### config.mk
export PLATFORM = sky130hd
export DESIGN_NAME = lfu_cache_lookup_insert
export DESIGN_NICKNAME = d
export VERILOG_FILES = /design/src/sv/lfu_pkg.sv /design/src/sv/lfu_cache_lookup_insert.sv /design/src/sv/lfu_ctrl.sv /design/src/sv/lfu_dpath.sv
export SDC_FILE = /design/constraint.sdc
export NUM_CORES = 2
export LEC_CHECK = 0
export BUFFER_PORTS_ARGS = -buffer_cell sky130_fd_sc_hd__clkbuf_2
export CORE_ASPECT_RATIO = 1.25
export CORE_UTILIZATION = 25
export DETAILED_ROUTE_END_ITERATION = 12
export GPL_TIMING_DRIVEN = 0
export PLACE_DENSITY = 0.4
export SETUP_SLACK_MARGIN = 0.02
export SYNTH_ARGS = -nofsm -noshare
export SYNTH_HDL_FRONTEND = slang
export SYNTH_HIERARCHICAL = 1
export SYNTH_SLANG_ARGS = --single-unit
### constraint.sdc
create_clock -name clk -period 12.85 [get_ports clk]
set_input_delay 1.9275 -clock clk [delete_from_list [all_inputs] [get_ports clk]]
set_output_delay 1.9275 -clock clk [all_outputs]
set_load 0.01 [all_outputs]
### src/sv/lfu_pkg.sv
`timescale 1ns / 1ps
// ----------------------------------------------------------------------------
// LFU cache package
// Shared widths, operation codes and controller/datapath interface structs.
// ----------------------------------------------------------------------------
package lfu_pkg;

  localparam int KEY_W = 32;
  localparam int VAL_W = 32;
  localparam int CNT_W = 16;
  localparam int TOT_W = 32;

  localparam logic [CNT_W-1:0] CNT_MAX = {CNT_W{1'b1}};
  localparam logic [CNT_W-1:0] CNT_ONE = CNT_W'(1);

  typedef enum logic {
    OP_LOOKUP = 1'b0,
    OP_INSERT = 1'b1
  } op_t;

  // controller -> datapath
  typedef struct packed {
    logic start;   // capture the incoming word, restart the scan
    logic issue;   // read one slot at the scan address
    logic commit;  // write back, update totals, load the result
  } cmd_t;

  // datapath -> controller
  typedef struct packed {
    logic addr_last;  // scan address sits on the last slot
    logic out_free;   // result register can take a new word
  } status_t;

endpackage

### src/sv/lfu_cache_lookup_insert.sv
`timescale 1ns / 1ps
// ----------------------------------------------------------------------------
// LFU cache, lookup and insert
// Fully associative least-frequently-used key/value cache.
// ----------------------------------------------------------------------------
// A result word is loaded for each accepted item. The scan reads the key,
// value and use count of one slot per cycle from the single read port of the
// slot memories; the read pipe then drains, and the write-back updates the
// slots and totals and loads the result register. The block then returns to
// idle, so a new item is taken only once the previous one has been written
// back into the slots. The write-back holds while the previous result is still
// unclaimed; a result waiting in its own register does not keep the next item
// from entering. A lookup hit returns the stored value and bumps the slot's
// use count (saturating); a miss returns miss_value. An insert of an absent
// key fills the lowest free slot or, when full, replaces the slot with the
// lowest count, smallest key on ties. miss_value is written through the cfg
// port, which is ready only while no item is in progress.
module lfu_cache_lookup_insert #(
  parameter int ENTRIES = 16
) (
  input  logic        clk,
  input  logic        rst,
  input  logic        cfg_valid,
  output logic        cfg_ready,
  input  logic [31:0] cfg_data,
  input  logic        in_valid,
  output logic        in_ready,
  input  logic        operation,
  input  logic [31:0] key,
  input  logic [31:0] value,
  output logic        out_valid,
  input  logic        out_ready,
  output logic        hit,
  output logic [31:0] read_value,
  output logic        evicted,
  output logic [31:0] hit_total,
  output logic [31:0] request_total
);

  lfu_pkg::cmd_t    cmd;
  lfu_pkg::status_t status;

  // take a register write only between items
  assign cfg_ready = in_ready;

  lfu_ctrl u_ctrl (
    .clk      (clk),
    .rst      (rst),
    .in_valid (in_valid),
    .in_ready (in_ready),
    .status   (status),
    .cmd      (cmd)
  );

  lfu_dpath #(
    .ENTRIES (ENTRIES)
  ) u_dpath (
    .clk           (clk),
    .rst           (rst),
    .cmd           (cmd),
    .status        (status),
    .cfg_valid     (cfg_valid && cfg_ready),
    .cfg_data      (cfg_data),
    .operation     (operation),
    .key           (key),
    .value         (value),
    .out_valid     (out_valid),
    .out_ready     (out_ready),
    .hit           (hit),
    .read_value    (read_value),
    .evicted       (evicted),
    .hit_total     (hit_total),
    .request_total (request_total)
  );

endmodule

### src/sv/lfu_ctrl.sv
`timescale 1ns / 1ps
// ----------------------------------------------------------------------------
// LFU cache controller
// Sequences one item: accept, scan every slot, drain the read pipe, commit.
// ----------------------------------------------------------------------------
module lfu_ctrl (
  input  logic             clk,
  input  logic             rst,
  input  logic             in_valid,
  output logic             in_ready,
  input  lfu_pkg::status_t status,
  output lfu_pkg::cmd_t    cmd
);

  typedef enum logic [3:0] {
    S_IDLE   = 4'b0001,
    S_SCAN   = 4'b0010,
    S_DRAIN  = 4'b0100,
    S_COMMIT = 4'b1000
  } state_t;

  state_t state;
  state_t state_next;

  assign in_ready = (state == S_IDLE);

  always_comb begin
    state_next = state;
    cmd        = '0;
    unique case (state)
      S_IDLE: begin
        if (in_valid) begin
          cmd.start  = 1'b1;
          state_next = S_SCAN;
        end
      end
      S_SCAN: begin
        cmd.issue = 1'b1;
        if (status.addr_last) begin
          state_next = S_DRAIN;
        end
      end
      S_DRAIN: begin
        state_next = S_COMMIT;
      end
      S_COMMIT: begin
        // hold until the previous result has been taken
        if (status.out_free) begin
          cmd.commit = 1'b1;
          state_next = S_IDLE;
        end
      end
      default: begin
        state_next = S_IDLE;
      end
    endcase
  end

  always_ff @(posedge clk) begin
    if (rst) begin
      state <= S_IDLE;
    end else begin
      state <= state_next;
    end
  end

endmodule

### src/sv/lfu_dpath.sv
`timescale 1ns / 1ps
// ----------------------------------------------------------------------------
// LFU cache datapath
// Slot memories, valid bits, scan compare stage, totals and result register.
// ----------------------------------------------------------------------------
module lfu_dpath #(
  parameter int ENTRIES = 16
) (
  input  logic                     clk,
  input  logic                     rst,
  input  lfu_pkg::cmd_t            cmd,
  output lfu_pkg::status_t         status,
  input  logic                     cfg_valid,
  input  logic [31:0]              cfg_data,
  input  logic                     operation,
  input  logic [lfu_pkg::KEY_W-1:0] key,
  input  logic [lfu_pkg::VAL_W-1:0] value,
  output logic                     out_valid,
  input  logic                     out_ready,
  output logic                     hit,
  output logic [lfu_pkg::VAL_W-1:0] read_value,
  output logic                     evicted,
  output logic [lfu_pkg::TOT_W-1:0] hit_total,
  output logic [lfu_pkg::TOT_W-1:0] request_total
);

  localparam int IDX_W = (ENTRIES > 1) ? $clog2(ENTRIES) : 1;
  localparam logic [IDX_W-1:0] IDX_LAST = IDX_W'(ENTRIES - 1);

  // slot storage
  logic [lfu_pkg::KEY_W-1:0] key_mem [ENTRIES];
  logic [lfu_pkg::VAL_W-1:0] val_mem [ENTRIES];
  logic [lfu_pkg::CNT_W-1:0] cnt_mem [ENTRIES];
  logic [ENTRIES-1:0]        valid;

  // captured item
  lfu_pkg::op_t              item_op;
  logic [lfu_pkg::KEY_W-1:0] item_key;
  logic [lfu_pkg::VAL_W-1:0] item_val;

  // scan pipe
  logic [IDX_W-1:0]          addr;
  logic                      cmp_en;
  logic [IDX_W-1:0]          cmp_idx;
  logic [lfu_pkg::KEY_W-1:0] rd_key;
  logic [lfu_pkg::VAL_W-1:0] rd_val;
  logic [lfu_pkg::CNT_W-1:0] rd_cnt;

  // scan trackers
  logic                      found;
  logic [IDX_W-1:0]          match_idx;
  logic [lfu_pkg::VAL_W-1:0] match_val;
  logic [lfu_pkg::CNT_W-1:0] match_cnt;
  logic                      free_found;
  logic [IDX_W-1:0]          free_idx;
  logic                      vic_found;
  logic [IDX_W-1:0]          vic_idx;
  logic [lfu_pkg::KEY_W-1:0] vic_key;
  logic [lfu_pkg::CNT_W-1:0] vic_cnt;

  logic [31:0]               miss_value;

  // commit decode
  logic                      is_lookup;
  logic                      do_insert;
  logic                      cnt_wr;
  logic [IDX_W-1:0]          wr_idx;
  logic [lfu_pkg::CNT_W-1:0] wr_cnt;
  logic                      cmp_valid;
  logic                      vic_take;

  assign status.addr_last = (addr == IDX_LAST);
  assign status.out_free  = !out_valid || out_ready;

  assign is_lookup = (item_op == lfu_pkg::OP_LOOKUP);
  assign do_insert = cmd.commit && !is_lookup && !found;
  assign cnt_wr    = (cmd.commit && is_lookup && found) || do_insert;
  assign wr_idx    = is_lookup ? match_idx : (free_found ? free_idx : vic_idx);
  assign wr_cnt    = is_lookup ?
                     ((match_cnt == lfu_pkg::CNT_MAX) ? match_cnt
                                                      : match_cnt + lfu_pkg::CNT_ONE) :
                     lfu_pkg::CNT_ONE;

  assign cmp_valid = valid[cmp_idx];
  assign vic_take  = cmp_valid &&
                     (!vic_found || (rd_cnt < vic_cnt) ||
                      ((rd_cnt == vic_cnt) && (rd_key < vic_key)));

  // memories: one read at the scan address, one write at commit
  always_ff @(posedge clk) begin
    if (do_insert) begin
      key_mem[wr_idx] <= item_key;
    end
    if (cmd.issue) begin
      rd_key <= key_mem[addr];
    end
  end

  always_ff @(posedge clk) begin
    if (do_insert) begin
      val_mem[wr_idx] <= item_val;
    end
    if (cmd.issue) begin
      rd_val <= val_mem[addr];
    end
  end

  always_ff @(posedge clk) begin
    if (cnt_wr) begin
      cnt_mem[wr_idx] <= wr_cnt;
    end
    if (cmd.issue) begin
      rd_cnt <= cnt_mem[addr];
    end
  end

  always_ff @(posedge clk) begin
    if (rst) begin
      valid <= '0;
    end else if (do_insert) begin
      valid[wr_idx] <= 1'b1;
    end
  end

  // item capture and scan address
  always_ff @(posedge clk) begin
    if (cmd.start) begin
      item_op  <= lfu_pkg::op_t'(operation);
      item_key <= key;
      item_val <= value;
    end
  end

  always_ff @(posedge clk) begin
    if (rst) begin
      addr   <= '0;
      cmp_en <= 1'b0;
    end else begin
      cmp_en <= cmd.issue;
      if (cmd.start) begin
        addr <= '0;
      end else if (cmd.issue) begin
        addr <= addr + 1'b1;
      end
    end
  end

  always_ff @(posedge clk) begin
    if (cmd.issue) begin
      cmp_idx <= addr;
    end
  end

  // compare stage: first match, first free slot, lowest count / key victim
  always_ff @(posedge clk) begin
    if (cmd.start) begin
      found      <= 1'b0;
      free_found <= 1'b0;
      vic_found  <= 1'b0;
    end else if (cmp_en) begin
      if (cmp_valid && (rd_key == item_key) && !found) begin
        found     <= 1'b1;
        match_idx <= cmp_idx;
        match_val <= rd_val;
        match_cnt <= rd_cnt;
      end
      if (!cmp_valid && !free_found) begin
        free_found <= 1'b1;
        free_idx   <= cmp_idx;
      end
      if (vic_take) begin
        vic_found <= 1'b1;
        vic_idx   <= cmp_idx;
        vic_key   <= rd_key;
        vic_cnt   <= rd_cnt;
      end
    end
  end

  always_ff @(posedge clk) begin
    if (rst) begin
      miss_value <= '0;
    end else if (cfg_valid) begin
      miss_value <= cfg_data;
    end
  end

  // totals and result register
  always_ff @(posedge clk) begin
    if (rst) begin
      hit_total     <= '0;
      request_total <= '0;
      out_valid     <= 1'b0;
    end else begin
      if (out_valid && out_ready) begin
        out_valid <= 1'b0;
      end
      if (cmd.commit) begin
        out_valid <= 1'b1;
        if (is_lookup) begin
          request_total <= request_total + 1'b1;
          if (found) begin
            hit_total <= hit_total + 1'b1;
          end
        end
      end
    end
  end

  always_ff @(posedge clk) begin
    if (cmd.commit) begin
      hit        <= found;
      read_value <= (is_lookup && found) ? match_val : miss_value;
      evicted    <= !is_lookup && !found && !free_found;
    end
  end

endmodule

==> results_dict.tcl <==
set metrics [dict create \
    slew-limit-headroom 0.04499 \
    antenna_left 0 \
    fmax_mhz 205.5 \
    synthToLayoutAreaGrowth_pct 21.09 \
    nNetsFinal 3638 \
    vias 30950 \
    placementRows 207 \
    route.detailed.drc 0 \
    cts.clk_slew.worst_paths_ns 0.06 \
    fin_crit_sh 0.3787 \
    ys_seq_elements 1696 \
    synth_cells 2977 \
    power_density_nw_per_um2 150.1 \
    postRouteWirelength_um 183300 \
    post_drt_via_cell_ratio 4.430 \
    grt_pass1_wl_um 257300 \
    clock-root-buffer "clkbuf_16" \
    cts_resized 0 \
    post-route-util 0.3052 \
    start_kind "input pin" \
    timing_worst_slew_pin_value_ns 1.433 \
    post_drt_wl_per_cell_um 26.23 \
    finalPower_mw 11.69 \
    final_layout_size_suffix_gt1_frac 0.3136 \
    ys.flop_type "edfxtp_1" \
    cts_sinks 1696 \
    io-pin-count 203 \
    die_w_um 455.6 \
    crit_required_ns 13.35 \
    hold_class "reg2reg" \
    post_cts_buffers 0 \
    yosys_warnings 6 \
    endpoint_kind "register" \
    rsz0062_at_grt "false" \
    critical_path_class "in2reg" \
    pre_cts_ws_ns 7.083 \
    grt_max_degree 38 \
    die_area_um2 259300 \
    seq_area_frac_synth 0.7726 \
    syn_area_um2 64300 \
    fin_tns_setup_ns 0 \
    grt_usage 0.1401 \
    cts_inserted_buffers 193 \
    r2r_slack_ns 8.63 \
    cts_tree "built" \
    synth.avg_cell_area_um2 21.60 \
    final.setup.worst_slack_ns 7.983 \
    outcome "completed" \
    drt_iter0_markers 2145 \
    fin_skew_ns 0.07773 \
    period_needed_ns 4.867 \
    die_y_um 569.0 \
    gp_congestion 0.7314 \
    cap_violations 0 \
    stdcell_count 6987 \
    syn-num-nets 3130 \
    ir_worst_vdd_mv 0.1021 \
    setup_viol 0 \
    slew_violations 0 \
    placed_cells 6633 \
    coreArea_um2 255100 \
    hold_buffers 0 \
    synth_edf_count 1571 \
    antenna_found_initial 13 \
    portBuffers 202 \
    path_max_fanout 18 \
    finalHoldViolations 0 \
    yosysUniqueCellTypes 56 \
    start_util 0.2521 \
    first_global_vias 32712 \
    clock_latency_ns 0.87 \
    firstDrtPassIters 7 \
    ys_async_sr_fraction 0 \
    clockBufferDepth 4 \
    post-dp-hpwl_um 123300 \
    grt_overflow 0 \
    cts_htree_levels 4 \
    p_leak_nw 24.32 \
    crit_arrival_ns 5.36 \
]
## synth_stat cells, drive strengths merged (5+ instances only)
| master | count | area (um2) |
|---|---|---|
| dfxtp | 125 | 2502 |
| nor3 | 24 | 130.1 |
| and3 | 10 | 63.81 |
| nor2 | 155 | 581.8 |
| nor2b | 9 | 56.30 |
| nand4 | 34 | 219.0 |
| mux2i | 41 | 410.4 |
| inv | 56 | 210.2 |
| and4 | 7 | 61.31 |
| or3 | 24 | 161.4 |
| o21ai | 25 | 125.1 |
| and2 | 5 | 31.28 |
| nor4 | 11 | 83.83 |
| a211oi | 5 | 37.54 |
| a21oi | 46 | 241.5 |
| buf | 67 | 371.6 |
| o21ba | 8 | 80.08 |
| xor2 | 61 | 534.3 |
| ha | 51 | 638.1 |
| edfxtp | 1571 | 47180 |
| mux2 | 32 | 360.4 |
| mux4 | 404 | 9099 |
| nand3 | 37 | 185.2 |
| clkbuf | 57 | 214.0 |
| xnor2 | 28 | 245.2 |
| nand2 | 48 | 182.7 |
## worst max-delay path, cell delays in order
cell and delay, ns:
clkbuf_2 0.08, nand2b_1 0.20, nand2_1 0.09, nor4_2 0.59, buf_4 0.33, buf_4 0.22
nand2_1 0.12, or3_1 0.49, nor2_4 0.74, buf_12 0.30, buf_12 0.22
## worst paths after layout
| check | startpoint | endpoint | depth (start not counted) |
|---|---|---|---|
| max | out_ready | u_dpath/val_mem[3][1] | 11 |
| min | u_dpath/rd_val[9] | u_dpath/match_val[9] | 0 |
| max reg2reg | u_dpath/rd_cnt[15] | u_dpath/vic_key[2] | 9 |
| min reg2reg | u_dpath/rd_val[9] | u_dpath/match_val[9] | 0 |
## layout by cell type (no fill, tap or decap), types with 17 or more instances in the layout
| master | count |
|---|---|
| a21oi_1 | 43 |
| buf_1 | 17 |
| buf_12 | 53 |
| buf_16 | 17 |
| buf_2 | 33 |
| buf_4 | 21 |
| buf_6 | 17 |
| buf_8 | 20 |
| clkbuf_1 | 93 |
| clkbuf_16 | 193 |
| clkbuf_2 | 204 |
| clkinv_1 | 32 |
| clkinv_2 | 27 |
| dfxtp_1 | 125 |
| edfxtp_1 | 1571 |
| ha_1 | 51 |
| inv_1 | 56 |
| mux2_2 | 32 |
| mux2i_1 | 41 |
| mux4_2 | 404 |
| nand2_1 | 47 |
| nand3_1 | 37 |
| nand4_1 | 33 |
| nor2_1 | 123 |
| nor3_1 | 19 |
| o21ai_0 | 25 |
| or3_1 | 21 |
| xnor2_1 | 28 |
| xor2_1 | 61 |
## kinds of logic after synthesis
logic type,Yosys count,synth area share
muxes,477,0.1535
buffers and inverters,180,0.01238
AOI/OAI and AO/OA,104,0.01018
DFF,1696,0.7726
adders and majority gates,51,0.009923
and+or+nand+nor,380,0.02936
xor gates and xnor gates,89,0.01212
## report_power, final
part           switching [mW]  internal, mW  total (mW)
sequential             0.0685          6.06        6.13
combinational           0.110        0.0686       0.178
clock                    2.26          3.13        5.39
total                    2.44          9.25        11.7
## metal layers
metal  vias up  wire, um  track usage
met2       671     92580       0.2433
li1      13314         -            -
met4         0      3893      0.03921
met3       240      6916      0.01991
met1     16725     79890       0.1815
met5         -         0            0
## flip-flops by register name, indices dropped and copies added (netlist names), 32 cells and up
| signal | cells |
|---|---|
| u_dpath/key_mem | 512 |
| u_dpath/val_mem | 512 |
| u_dpath/cnt_mem | 256 |
| u_dpath/hit_total | 32 |
| u_dpath/item_key | 32 |
| u_dpath/item_val | 32 |
| u_dpath/match_val | 32 |
| u_dpath/miss_value | 32 |
| u_dpath/rd_key | 32 |
| u_dpath/rd_val | 32 |
| u_dpath/read_value | 32 |
| u_dpath/request_total | 32 |
| u_dpath/vic_key | 32 |
## metrics by stage
step	hold slack [ns]	instance area [um2]
CTS	0.4159	77820
finish	0.4136	77870
detailed placement	0.4045	71740
floorplan	0.4003	64300
global placement	0.4067	69500
global route	0.4263	77860
## final cells by class
class / instances / area, um2
diodes: 11 / 27.53
plain buffers: 124 / 588.1
clock buffers: 246 / 5179
clock inverters: 96 / 908.4
fillers: 24547 / 177200
inverters: 56 / 210.2
multi-input cells: 1101 / 14050
flip-flops and latches: 1696 / 49680
well taps: 3344 / 4184
repair buffers: 313 / 3047
Note: power is estimated with default switching activity, not from simulation.
